[config.mk]
export PLATFORM = sky130hd
export DESIGN_NAME = websocket_frame_deframer_flat
export DESIGN_NICKNAME = d
export VERILOG_FILES = /design/src/design/wsd_pkg.sv /design/src/design/wsd_stream_if.sv /design/src/design/wsd_in_stage.sv /design/src/design/wsd_parser.sv /design/src/design/wsd_out_stage.sv /design/src/design/websocket_frame_deframer.sv /design/src/flat_wrapper.sv
export SDC_FILE = /design/constraint.sdc
export NUM_CORES = 1
export LEC_CHECK = 0
export BUFFER_PORTS_ARGS = -buffer_cell sky130_fd_sc_hd__buf_4
export CORE_UTILIZATION = 55
export CTS_BUF_LIST = sky130_fd_sc_hd__clkbuf_16
export DETAILED_ROUTE_END_ITERATION = 12
export PLACE_DENSITY = 0.81
export SYNTH_ARGS = -nofsm -noshare
export SYNTH_HDL_FRONTEND = slang
export SYNTH_HIERARCHICAL = 1
export SYNTH_SLANG_ARGS = --single-unit
[constraint.sdc]
create_clock -name clk_i -period 5.6 [get_ports clk_i]
set_input_delay 0.56 -clock clk_i [delete_from_list [all_inputs] [get_ports clk_i]]
set_output_delay 0.56 -clock clk_i [all_outputs]
set_load 0.005 [all_outputs]
[src/design/wsd_pkg.sv]
`timescale 1ns / 1ps
// ----------------------------------------------------------------------------
// wsd_pkg
// Shared types and codes for the WebSocket frame deframer.
// ----------------------------------------------------------------------------
package wsd_pkg;

  // Result kinds
  localparam logic [2:0] KIND_HEADER  = 3'd0;
  localparam logic [2:0] KIND_PAYLOAD = 3'd1;
  localparam logic [2:0] KIND_EMPTY   = 3'd2;
  localparam logic [2:0] KIND_ERROR   = 3'd3;
  localparam logic [2:0] KIND_DISCARD = 3'd4;

  // Error codes
  localparam logic [1:0] ERR_NONE     = 2'd0;
  localparam logic [1:0] ERR_RESERVED = 2'd1;
  localparam logic [1:0] ERR_OPCODE   = 2'd2;
  localparam logic [1:0] ERR_UNMASKED = 2'd3;

  // Frame opcodes that are accepted
  localparam logic [3:0] OP_CONT   = 4'h0;
  localparam logic [3:0] OP_TEXT   = 4'h1;
  localparam logic [3:0] OP_BINARY = 4'h2;
  localparam logic [3:0] OP_CLOSE  = 4'h8;
  localparam logic [3:0] OP_PING   = 4'h9;
  localparam logic [3:0] OP_PONG   = 4'hA;

  // Length codes in the second header byte
  localparam logic [6:0] LEN_EXT16 = 7'd126;
  localparam logic [6:0] LEN_EXT64 = 7'd127;

  typedef struct packed {
    logic [7:0] data_byte;
    logic       new_stream;
  } wsd_item_t;

  typedef struct packed {
    logic [2:0] kind;
    logic [7:0] out_byte;
    logic [3:0] frame_opcode;
    logic       final_flag;
    logic       frame_end;
    logic [1:0] error_code;
  } wsd_result_t;

endpackage

[src/design/wsd_stream_if.sv]
`timescale 1ns / 1ps
// ----------------------------------------------------------------------------
// wsd_in_if / wsd_out_if
// Valid/ready channels for incoming bytes and deframer results.
// ----------------------------------------------------------------------------
interface wsd_in_if;
  logic       valid;
  logic       ready;
  logic [7:0] data_byte;
  logic       new_stream;

  modport source (output valid, output data_byte, output new_stream, input ready);
  modport sink   (input valid, input data_byte, input new_stream, output ready);
endinterface

interface wsd_out_if;
  logic       valid;
  logic       ready;
  logic [2:0] kind;
  logic [7:0] out_byte;
  logic [3:0] frame_opcode;
  logic       final_flag;
  logic       frame_end;
  logic [1:0] error_code;

  modport source (output valid, output kind, output out_byte, output frame_opcode,
                  output final_flag, output frame_end, output error_code, input ready);
  modport sink   (input valid, input kind, input out_byte, input frame_opcode,
                  input final_flag, input frame_end, input error_code, output ready);
endinterface

[src/design/wsd_in_stage.sv]
`timescale 1ns / 1ps
// ----------------------------------------------------------------------------
// wsd_in_stage
// Input register: holds one accepted byte until the parser consumes it.
// ----------------------------------------------------------------------------
module wsd_in_stage (
  input  logic               clk_i,
  input  logic               rst_ni,
  input  logic               in_valid_i,
  output logic               in_ready_o,
  input  wsd_pkg::wsd_item_t in_item_i,
  output logic               valid_o,
  input  logic               take_i,
  output wsd_pkg::wsd_item_t item_o
);

  logic               valid_q, valid_d;
  wsd_pkg::wsd_item_t item_q;

  assign in_ready_o = !valid_q || take_i;

  always_comb begin
    valid_d = valid_q;
    if (in_ready_o) begin
      valid_d = in_valid_i;
    end
  end

  always_ff @(posedge clk_i or negedge rst_ni) begin
    if (!rst_ni) begin
      valid_q <= 1'b0;
    end else begin
      valid_q <= valid_d;
    end
  end

  always_ff @(posedge clk_i) begin
    if (in_ready_o && in_valid_i) begin
      item_q <= in_item_i;
    end
  end

  assign valid_o = valid_q;
  assign item_o  = item_q;

endmodule

[src/design/wsd_parser.sv]
`timescale 1ns / 1ps
// ----------------------------------------------------------------------------
// wsd_parser
// Frame state and per-byte parse/unmask logic; state advances on step_i.
// ----------------------------------------------------------------------------
module wsd_parser #(
  parameter int LENGTH_WIDTH = 64
) (
  input  logic                 clk_i,
  input  logic                 rst_ni,
  input  logic                 step_i,
  input  wsd_pkg::wsd_item_t   item_i,
  output wsd_pkg::wsd_result_t result_o
);

  localparam logic [2:0] PH_HDR1    = 3'd0;
  localparam logic [2:0] PH_HDR2    = 3'd1;
  localparam logic [2:0] PH_EXTLEN  = 3'd2;
  localparam logic [2:0] PH_MASK    = 3'd3;
  localparam logic [2:0] PH_PAYLOAD = 3'd4;

  logic [2:0]              phase_q, phase_d, phase_c;
  logic                    stopped_q, stopped_d, stopped_c;
  logic [3:0]              opcode_q, opcode_d, opcode_c;
  logic                    fin_q, fin_d, fin_c;
  logic [LENGTH_WIDTH-1:0] len_q, len_d, len_c, len_dec;
  logic [2:0]              cnt_q, cnt_d, cnt_c;
  logic [31:0]             key_q, key_d, key_c;
  logic [1:0]              idx_q, idx_d, idx_c;
  logic [7:0]              b;
  logic [7:0]              key_byte;
  logic [1:0]              err;
  logic [2:0]              kind;
  logic [7:0]              ob;
  logic                    fend;

  assign b = item_i.data_byte;

  // New stream drops all state before the byte is parsed
  always_comb begin
    if (item_i.new_stream) begin
      phase_c   = PH_HDR1;
      stopped_c = 1'b0;
      opcode_c  = '0;
      fin_c     = 1'b0;
      len_c     = '0;
      cnt_c     = '0;
      key_c     = '0;
      idx_c     = '0;
    end else begin
      phase_c   = phase_q;
      stopped_c = stopped_q;
      opcode_c  = opcode_q;
      fin_c     = fin_q;
      len_c     = len_q;
      cnt_c     = cnt_q;
      key_c     = key_q;
      idx_c     = idx_q;
    end
  end

  assign len_dec = len_c - LENGTH_WIDTH'(1);

  always_comb begin
    case (idx_c)
      2'd0:    key_byte = key_c[31:24];
      2'd1:    key_byte = key_c[23:16];
      2'd2:    key_byte = key_c[15:8];
      default: key_byte = key_c[7:0];
    endcase
  end

  always_comb begin
    phase_d   = phase_c;
    stopped_d = stopped_c;
    opcode_d  = opcode_c;
    fin_d     = fin_c;
    len_d     = len_c;
    cnt_d     = cnt_c;
    key_d     = key_c;
    idx_d     = idx_c;
    kind      = wsd_pkg::KIND_HEADER;
    ob        = '0;
    fend      = 1'b0;
    err       = wsd_pkg::ERR_NONE;

    if (stopped_c) begin
      kind = wsd_pkg::KIND_DISCARD;
    end else begin
      case (phase_c)
        PH_HDR2: begin
          if (!b[7]) begin
            err = wsd_pkg::ERR_UNMASKED;
          end else begin
            len_d = '0;
            key_d = '0;
            idx_d = '0;
            if (b[6:0] == wsd_pkg::LEN_EXT16) begin
              cnt_d   = 3'd1;
              phase_d = PH_EXTLEN;
            end else if (b[6:0] == wsd_pkg::LEN_EXT64) begin
              cnt_d   = 3'd7;
              phase_d = PH_EXTLEN;
            end else begin
              len_d   = LENGTH_WIDTH'(b[6:0]);
              cnt_d   = 3'd3;
              phase_d = PH_MASK;
            end
          end
        end
        PH_EXTLEN: begin
          // big-endian shift-in; high bytes fall off past the register width
          len_d = {len_c[LENGTH_WIDTH-9:0], b};
          if (cnt_c == 3'd0) begin
            cnt_d   = 3'd3;
            phase_d = PH_MASK;
          end else begin
            cnt_d = cnt_c - 3'd1;
          end
        end
        PH_MASK: begin
          key_d = {key_c[23:0], b};
          if (cnt_c == 3'd0) begin
            idx_d = '0;
            if (len_c == '0) begin
              kind    = wsd_pkg::KIND_EMPTY;
              fend    = 1'b1;
              phase_d = PH_HDR1;
            end else begin
              phase_d = PH_PAYLOAD;
            end
          end else begin
            cnt_d = cnt_c - 3'd1;
          end
        end
        PH_PAYLOAD: begin
          kind  = wsd_pkg::KIND_PAYLOAD;
          ob    = b ^ key_byte;
          idx_d = idx_c + 2'd1;
          len_d = len_dec;
          if (len_dec == '0) begin
            fend    = 1'b1;
            phase_d = PH_HDR1;
          end
        end
        default: begin
          fin_d    = b[7];
          opcode_d = b[3:0];
          if (|b[6:4]) begin
            err = wsd_pkg::ERR_RESERVED;
          end else if (!(b[3:0] inside {[wsd_pkg::OP_CONT:wsd_pkg::OP_BINARY],
                                        [wsd_pkg::OP_CLOSE:wsd_pkg::OP_PONG]})) begin
            err = wsd_pkg::ERR_OPCODE;
          end else begin
            phase_d = PH_HDR2;
          end
        end
      endcase
      if (err != wsd_pkg::ERR_NONE) begin
        kind      = wsd_pkg::KIND_ERROR;
        stopped_d = 1'b1;
        phase_d   = PH_HDR1;
      end
    end
  end

  always_ff @(posedge clk_i or negedge rst_ni) begin
    if (!rst_ni) begin
      phase_q   <= PH_HDR1;
      stopped_q <= 1'b0;
      opcode_q  <= '0;
      fin_q     <= 1'b0;
      len_q     <= '0;
      cnt_q     <= '0;
      key_q     <= '0;
      idx_q     <= '0;
    end else if (step_i) begin
      phase_q   <= phase_d;
      stopped_q <= stopped_d;
      opcode_q  <= opcode_d;
      fin_q     <= fin_d;
      len_q     <= len_d;
      cnt_q     <= cnt_d;
      key_q     <= key_d;
      idx_q     <= idx_d;
    end
  end

  assign result_o.kind         = kind;
  assign result_o.out_byte     = ob;
  assign result_o.frame_opcode = opcode_d;
  assign result_o.final_flag   = fin_d;
  assign result_o.frame_end    = fend;
  assign result_o.error_code   = err;

endmodule

[src/design/wsd_out_stage.sv]
`timescale 1ns / 1ps
// ----------------------------------------------------------------------------
// wsd_out_stage
// Result register: holds one result until the sink takes it.
// ----------------------------------------------------------------------------
module wsd_out_stage (
  input  logic                 clk_i,
  input  logic                 rst_ni,
  input  logic                 valid_i,
  output logic                 ready_o,
  input  wsd_pkg::wsd_result_t result_i,
  output logic                 out_valid_o,
  input  logic                 out_ready_i,
  output wsd_pkg::wsd_result_t result_o
);

  logic                 valid_q, valid_d;
  wsd_pkg::wsd_result_t result_q;

  assign ready_o = !valid_q || out_ready_i;

  always_comb begin
    valid_d = valid_q;
    if (ready_o) begin
      valid_d = valid_i;
    end
  end

  always_ff @(posedge clk_i or negedge rst_ni) begin
    if (!rst_ni) begin
      valid_q <= 1'b0;
    end else begin
      valid_q <= valid_d;
    end
  end

  always_ff @(posedge clk_i) begin
    if (ready_o && valid_i) begin
      result_q <= result_i;
    end
  end

  assign out_valid_o = valid_q;
  assign result_o    = result_q;

endmodule

[src/design/websocket_frame_deframer.sv]
`timescale 1ns / 1ps
// ----------------------------------------------------------------------------
// websocket_frame_deframer
// Client-to-server WebSocket frame parser with payload unmasking.
// Each byte goes through the input register, the parse logic and the result
// register. Throughput: one byte per cycle while the sink takes results,
// one result per byte.
// Reset clears the frame state and both stage valids; first header expected.
// ----------------------------------------------------------------------------
module websocket_frame_deframer #(
  parameter int LENGTH_WIDTH = 64
) (
  input  logic             clk_i,
  input  logic             rst_ni,
  wsd_in_if.sink           in_i,
  wsd_out_if.source        out_o
);

  wsd_pkg::wsd_item_t   in_item;
  wsd_pkg::wsd_item_t   stage_item;
  wsd_pkg::wsd_result_t parse_result;
  wsd_pkg::wsd_result_t out_result;
  logic                 stage_valid;
  logic                 out_stage_ready;
  logic                 step;
  logic                 in_ready;
  logic                 out_valid;

  assign in_item.data_byte  = in_i.data_byte;
  assign in_item.new_stream = in_i.new_stream;
  assign in_i.ready         = in_ready;

  assign step = stage_valid && out_stage_ready;

  wsd_in_stage u_in_stage (
    .clk_i      (clk_i),
    .rst_ni     (rst_ni),
    .in_valid_i (in_i.valid),
    .in_ready_o (in_ready),
    .in_item_i  (in_item),
    .valid_o    (stage_valid),
    .take_i     (step),
    .item_o     (stage_item)
  );

  wsd_parser #(
    .LENGTH_WIDTH (LENGTH_WIDTH)
  ) u_parser (
    .clk_i    (clk_i),
    .rst_ni   (rst_ni),
    .step_i   (step),
    .item_i   (stage_item),
    .result_o (parse_result)
  );

  wsd_out_stage u_out_stage (
    .clk_i       (clk_i),
    .rst_ni      (rst_ni),
    .valid_i     (stage_valid),
    .ready_o     (out_stage_ready),
    .result_i    (parse_result),
    .out_valid_o (out_valid),
    .out_ready_i (out_o.ready),
    .result_o    (out_result)
  );

  assign out_o.valid        = out_valid;
  assign out_o.kind         = out_result.kind;
  assign out_o.out_byte     = out_result.out_byte;
  assign out_o.frame_opcode = out_result.frame_opcode;
  assign out_o.final_flag   = out_result.final_flag;
  assign out_o.frame_end    = out_result.frame_end;
  assign out_o.error_code   = out_result.error_code;

endmodule

[src/flat_wrapper.sv]
// flat-port wrapper written by rule: the top's interface ports become plain ports
module websocket_frame_deframer_flat 
#(
  parameter int LENGTH_WIDTH = 64
)
  (clk_i, rst_ni, in_i_valid, in_i_data_byte, in_i_new_stream, in_i_ready, out_o_valid, out_o_kind, out_o_out_byte, out_o_frame_opcode, out_o_final_flag, out_o_frame_end, out_o_error_code, out_o_ready);
  wsd_in_if in_i_i ();
  wsd_out_if out_o_i ();
  input  logic clk_i;
  input  logic rst_ni;
  input wire logic [$bits(in_i_i.valid)-1:0] in_i_valid;
  input wire logic [$bits(in_i_i.data_byte)-1:0] in_i_data_byte;
  input wire logic [$bits(in_i_i.new_stream)-1:0] in_i_new_stream;
  output wire logic [$bits(in_i_i.ready)-1:0] in_i_ready;
  output wire logic [$bits(out_o_i.valid)-1:0] out_o_valid;
  output wire logic [$bits(out_o_i.kind)-1:0] out_o_kind;
  output wire logic [$bits(out_o_i.out_byte)-1:0] out_o_out_byte;
  output wire logic [$bits(out_o_i.frame_opcode)-1:0] out_o_frame_opcode;
  output wire logic [$bits(out_o_i.final_flag)-1:0] out_o_final_flag;
  output wire logic [$bits(out_o_i.frame_end)-1:0] out_o_frame_end;
  output wire logic [$bits(out_o_i.error_code)-1:0] out_o_error_code;
  input wire logic [$bits(out_o_i.ready)-1:0] out_o_ready;
  assign in_i_i.valid = in_i_valid;
  assign in_i_i.data_byte = in_i_data_byte;
  assign in_i_i.new_stream = in_i_new_stream;
  assign in_i_ready = in_i_i.ready;
  assign out_o_valid = out_o_i.valid;
  assign out_o_kind = out_o_i.kind;
  assign out_o_out_byte = out_o_i.out_byte;
  assign out_o_frame_opcode = out_o_i.frame_opcode;
  assign out_o_final_flag = out_o_i.final_flag;
  assign out_o_frame_end = out_o_i.frame_end;
  assign out_o_error_code = out_o_i.error_code;
  assign out_o_i.ready = out_o_ready;
  websocket_frame_deframer #(.LENGTH_WIDTH(LENGTH_WIDTH)) u_core (.clk_i(clk_i), .rst_ni(rst_ni), .in_i(in_i_i), .out_o(out_o_i));
endmodule
Yosys cells after proc, flatten, opt, wreduce, memory -nomap -nowiden
Index checks and enable logic that the tools add are counted.

cells by class
  add/sub/neg operators = 3
  order comparisons = 4
  equal/unequal tests = 8
  muxes and demuxes = 59
  bitwise gates (word level) = 2
  reduce and logical (&&, ||, !) cells = 18

operators with widths
  kind                   count
  $mux 64                3
  $pmux 64 s3            1
  $logic_not 64->1       2
  $mux 32                3
  $pmux 32 s2            1
  $sub 64x1->64 const B  1
  $mux 3                 18
  $pmux 8 s3             1
  $mux 2                 10
  $eq 7x7->1 const B     2
  $mux 7                 2
  $mux 4                 3
  $pmux 3 s4             1
  $mux 1                 11
  $pmux 3 s3             1
  $pmux 2 s2             2
  $xor 8x8->8            1
  $eq 3x2->1 const B     2
  $pmux 2 s3             1
  $reduce_or 3->1        2
  $ge 4x1->1 const B     1
  $ge 4x4->1 const B     1
  $le 4x2->1 const B     1
  $le 4x4->1 const B     1
  16 further kinds       22

storage, ports and cells
  register bits after elaboration = 140
  bits of input ports = 13
  output and inout port bits = 21
  word-level logic and storage cells = 112

Depth between registers and ports, before layout
  word-level depth = 10
  depth in mapped cells = 18
  mapped depth without buffers = 12

Modules after synthesis
Netlist, hierarchy kept.

by module, submodules not included
  module                    times used  cells an instance  area an instance (µm²)  sequential area each (µm²)
  wsd_parser                1           1145               8674.6                  2752.6
  wsd_out_stage             1           23                 624.3                   595.6
  wsd_in_stage              1           13                 324.1                   295.3
  websocket_frame_deframer  1           1                  6.3                     0.0

Least setup slack after synthesis
Ideal clock, no wire load.

  path kind = flip-flop to flip-flop
  start point = register u_core.u_in_stage.item_q (netlist bit u_core/u_in_stage/item_o[0])
  end point = register u_core.u_out_stage.result_q (netlist bit u_core/u_out_stage/result_o[2]), data pin
  library setup time = 126 ps
  data arrival time = 3936 ps
  required time = 5474 ps
  slack = 1538 ps
  cell stages (with the launch flop) = 18
  buffers on the path = 6
  clock period less this slack = 4062 ps
  cell sequence = edfxtp_1 -> clkbuf_1 -> inv_1 -> clkbuf_1 -> clkbuf_1 -> buf_1 -> nand2_1 -> ha_1 -> clkbuf_1 -> o21ai_1 -> nor4_1 -> xor2_1 -> a2111o_1 -> or4_1 -> nor4_2 -> nand4_1 -> o22ai_1 -> buf_4

between the ends
  longest elaborated chain between the ends = 5
  elaborated cells on any way between the ends = 14
  those cells by class = add/sub: 1; eq/ne: 2; mux: 8; reduce/logical: 3

ends and longest elaborated chain
  what                                                      RTL line                              RTL
  from (decl)                                               wsd_in_stage.sv:18                    wsd_pkg::wsd_item_t item_q;
  from (signal assigned)                                    wsd_in_stage.sv:39                    item_q <= in_item_i;
  $mux 64                                                   wsd_parser.sv:41                      if (item_i.new_stream) begin
  $sub 64x1->64 / $logic_not 64->1 (equally long branches)  wsd_parser.sv:62, wsd_parser.sv:125
  $logic_not 64->1 / $mux 1 (equally long branches)         wsd_parser.sv:141, wsd_parser.sv:125
  $mux 1 (on tied branches)                                 wsd_parser.sv:141, wsd_parser.sv:123
  $pmux 1 s2                                                wsd_parser.sv:90                      case (phase_c)
  to (signal assigned)                                      wsd_out_stage.sv:39                   result_q <= result_i;
  to (decl)                                                 wsd_out_stage.sv:18                   wsd_pkg::wsd_result_t result_q;

Parallel ways exist; a longest one is shown, timed or not.
A chain may end at the register's enable or synchronous reset.

Final worst setup path
  start point = register u_core.u_parser.len_q[5]
  end point = register u_core.u_out_stage.result_q (netlist bit u_core/u_out_stage/result_o[2]), data pin

between the ends
  longest elaborated chain between the ends = 5
  elaborated cells on any way between the ends = 8
  those cells by class = add/sub: 1; mux: 5; reduce/logical: 2

ends and longest elaborated chain
  what                                                      RTL line                              RTL
  from (decl)                                               wsd_parser.sv:26                      logic [LENGTH_WIDTH-1:0] len_q, len_d, len_c, len_dec;
  from (signal assigned)                                    wsd_parser.sv:182                     len_q <= len_d;
  $mux 64 *                                                 wsd_parser.sv:41
  $sub 64x1->64 / $logic_not 64->1 (equally long branches)  wsd_parser.sv:62, wsd_parser.sv:125
  $logic_not 64->1 / $mux 1 (equally long branches)         wsd_parser.sv:141, wsd_parser.sv:125
  $mux 1 (on tied branches)                                 wsd_parser.sv:141, wsd_parser.sv:123
  $pmux 1 s2 *                                              wsd_parser.sv:90

Every way passes the cells marked *; elsewhere a longest branch is shown, timed or not.

==> reports/metrics.cfg <==
[synth]
async_flop_share=0.800
synth_common_cells=nand2_1 (116), dfrtp_1 (112), clkbuf_1 (100)
synthCells=1182
syn_area_mm2=0.00963
ys_types=83
ys_seq_area_frac=0.378
yosys_most_used_dff=dfrtp_1
avgSynthCellArea_um2=8.15
synth_enable_flop_cells=28
synth_nets=1204
netlist.area_leader.share=0.291
yosysMostFrequentCell=nand2_1
synth_top_area_cell=dfrtp_1
ys_ff_latch=140
yosys-top-cells-area=dfrtp_1 (29%), edfxtp_1 (8.7%), o21ai_0 (4.9%), nand2_1 (4.5%), a21oi_1 (4.5%)
yosys_warnings=6

[power_and_ir_drop]
peakVddDrop_v=0.000300
powerDensity_mw_per_mm2=550
switching_share=0.488
clock_power_share=0.204
power_frac_seq=0.321
p_comb_frac=0.476
p_switching_uw=2810
leakage_uw=0.00425
power.internal_uw=2950

[clocking]
cts_sinks=140
cts_hold_buf=0
cts_max_level=4
cts_tree=built
numCtsBuffers=17
cts_max_path_buffers=2
cts_setup_buffers=0
clk_pin_slew_worst_paths_ns=0.07
root_buffer=clkbuf_16
clk_latency_ns=0.44
cts_resized=0

[timing]
worst_slew_margin_rel=0.0766
finalMaxSlewViolations=0
fin_crit_ns=4.09
fmax_mhz=244
setup_tns_ns=0
setup_violations=0
worst_slew_pin_slew_ns=1.38
skew_ns=0.0121
holdWs_ns=0.250
hold_violations=0
rsz0062_at_grt=false
timing.final.crit_share=0.731
fin_ws_ns=1.51

[placement]
port_buffers=33
dp_hpwl_mm=21.4
place_area_mm2=0.00986
globalplace.congestion=0.986
dp_slack_ns=1.66

[final_layout]
antenna_cells=0
stdcell_area_mm2=0.0105
seq_area_mm2=0.00364
multiInputGateArea_mm2=0.00535
syn2layout_area_growth_pct=8.91
utilization=0.611
layout.nets=1163
drive_gt1_frac=0.103
n_fill_cell=1494

[die]
die_area_mm2=0.0180
pin_count=34
die-height_um=134
start_util=0.561
core_mm2=0.0172
fp-row-count=48
dieWidth_um=134

[global_route]
first_global_vias=9326
grt_remaining_overflow=0
grt_usage=0.367
antenna_found_initial=0
grt_pass1_wl_mm=51.2
grt_max_degree=75

[routing]
wl_per_cell_um=23.6
drc=0
drt_pre_antenna_iters=8
ant_nets=0
wl_mm=32.6
routed_via_density=7.25
vias=9998
dr.first_iter.drc_count=1633

[critical_path]
worst_ep_arrival_time_ns=4.37
crit_required_ns=5.88
cp_max_fo=10
end_kind=flop
criticalPathCategory=flop to flop
startpoint_type=flop

[flow_run]
drv_cap=0

[run_status]
status=finished, final reports clean

[worst_hold_path]
hp-class=input port to asynchronous set/reset pin

-- flip-flops by register name, summed over array words and instances (netlist names) --
register                        flops
u_core/u_parser/opcode_q            4
u_core/u_parser/key_q              32
u_core/u_parser/len_q              64
u_core/u_parser/phase_q             3
u_core/u_parser/fin_q               1
u_core/u_parser/idx_q               2
u_core/u_in_stage/valid_o           1
u_core/u_in_stage/item_o            9
u_core/u_out_stage/result_o        19
u_core/u_parser/cnt_q               3
u_core/u_out_stage/out_valid_o      1
u_core/u_parser/stopped_q           1
-- power by group through the flow --
stage / sequential [uW] / combinational (uW) / clock [uW]
2_1_floorplan: 1530 / 2100 / 0
3_3_place_gp: 1820 / 2610 / 0
3_5_place_dp: 1830 / 2610 / 0
4_1_cts: 1820 / 2640 / 1190
5_1_grt: 1880 / 2950 / 1230
6_report: 1850 / 2740 / 1170
-- through the flow --
step | power, uW | cells
floorplan | 3630 | 1182
global placement | 4430 | 1347
detailed placement | 4450 | 1347
CTS | 5650 | 1379
global route | 6060 | 1379
finish | 5770 | 1379
-- logic make-up (layout without fill, tap and decap cells) --
logic type	Yosys count	in the layout	synth area share
adder cells (fa/ha/maj)	9	9	0.0117
AND/OR/NAND/NOR	424	424	0.228
AO/OA/AOI/OAI	401	401	0.272
buffers and inverters	165	137	0.0682
flip-flops	140	140	0.378
multiplexers	12	12	0.0133
XOR/XNOR	31	31	0.0282
-- cells in the final DEF (no fill, tap or decap), types with 7 or more instances in the layout --
cell type    n
o21ai_0     95
nor4_1      40
edfxtp_1    28
nor2b_1      7
o22ai_1     33
a31oi_1     22
or3_1       15
a22o_1      15
nand3_1     27
xor2_1      11
clkbuf_16   17
a21oi_1     86
xnor2_1     20
clkinv_8     8
nand4_1     22
nand2_1    116
dfrtp_1    112
o31ai_1      9
inv_1       52
nor3_1      32
a222oi_1     9
ha_1         9
nand2b_1     7
or4_1       16
a21o_1      13
nor2_1      90
a22oi_1     47
buf_4       52
-- layout make-up --
class,count,area share
sequential,140,0.347
clock buffer,17,0.0406
tap,225,0.0268
multi-input combinational,877,0.510
clock inverter,15,0.0190
inverter,53,0.0190
timing repair buffer,52,0.0372
-- routing by layer --
layer	global-route usage	vias up	routed length, um	part of all wire
li1	-	4357	-	-
met1	0.506	4788	13100	0.40
met2	0.559	741	14900	0.46
met3	0.0775	112	3570	0.11
met4	0.159	0	1050	0.032
met5	0	-	0	0
-- path summary, 6_finish.rpt --
kind	from	end	slack, ns	cells past startpoint
max reg2reg	u_core/u_parser/len_q[5]$_DFFE_PN0P_	u_core/u_out_stage/result_o[2]$_DFFE_PP_	1.51	9
max in group asynchronous	rst_ni	u_core/u_parser/len_q[15]$_DFFE_PN0P_	4.21	2
max	u_core/u_parser/len_q[5]$_DFFE_PN0P_	u_core/u_out_stage/result_o[2]$_DFFE_PP_	1.51	9
min reg2reg	u_core/u_parser/cnt_q[0]$_DFFE_PN0P_	u_core/u_parser/cnt_q[0]$_DFFE_PN0P_	0.51	1
min in group clk_i	in_i_data_byte[1]	u_core/u_in_stage/item_o[2]$_DFFE_PP_	0.29	1
min	rst_ni	u_core/u_parser/opcode_q[3]$_DFFE_PN0P_	0.25	1
-- critical path, stage by stage (launching register included) --
cell and delay (ns):
dfrtp_1 0.49, or4_4 0.62, nor4_4 0.54, and3_1 0.58, a21oi_4 0.11, a2111o_1 0.45
or4_1 0.55, nor4_2 0.31, nand4_1 0.13, o22ai_1 0.15
Note: power is estimated with default switching activity, not from simulation.
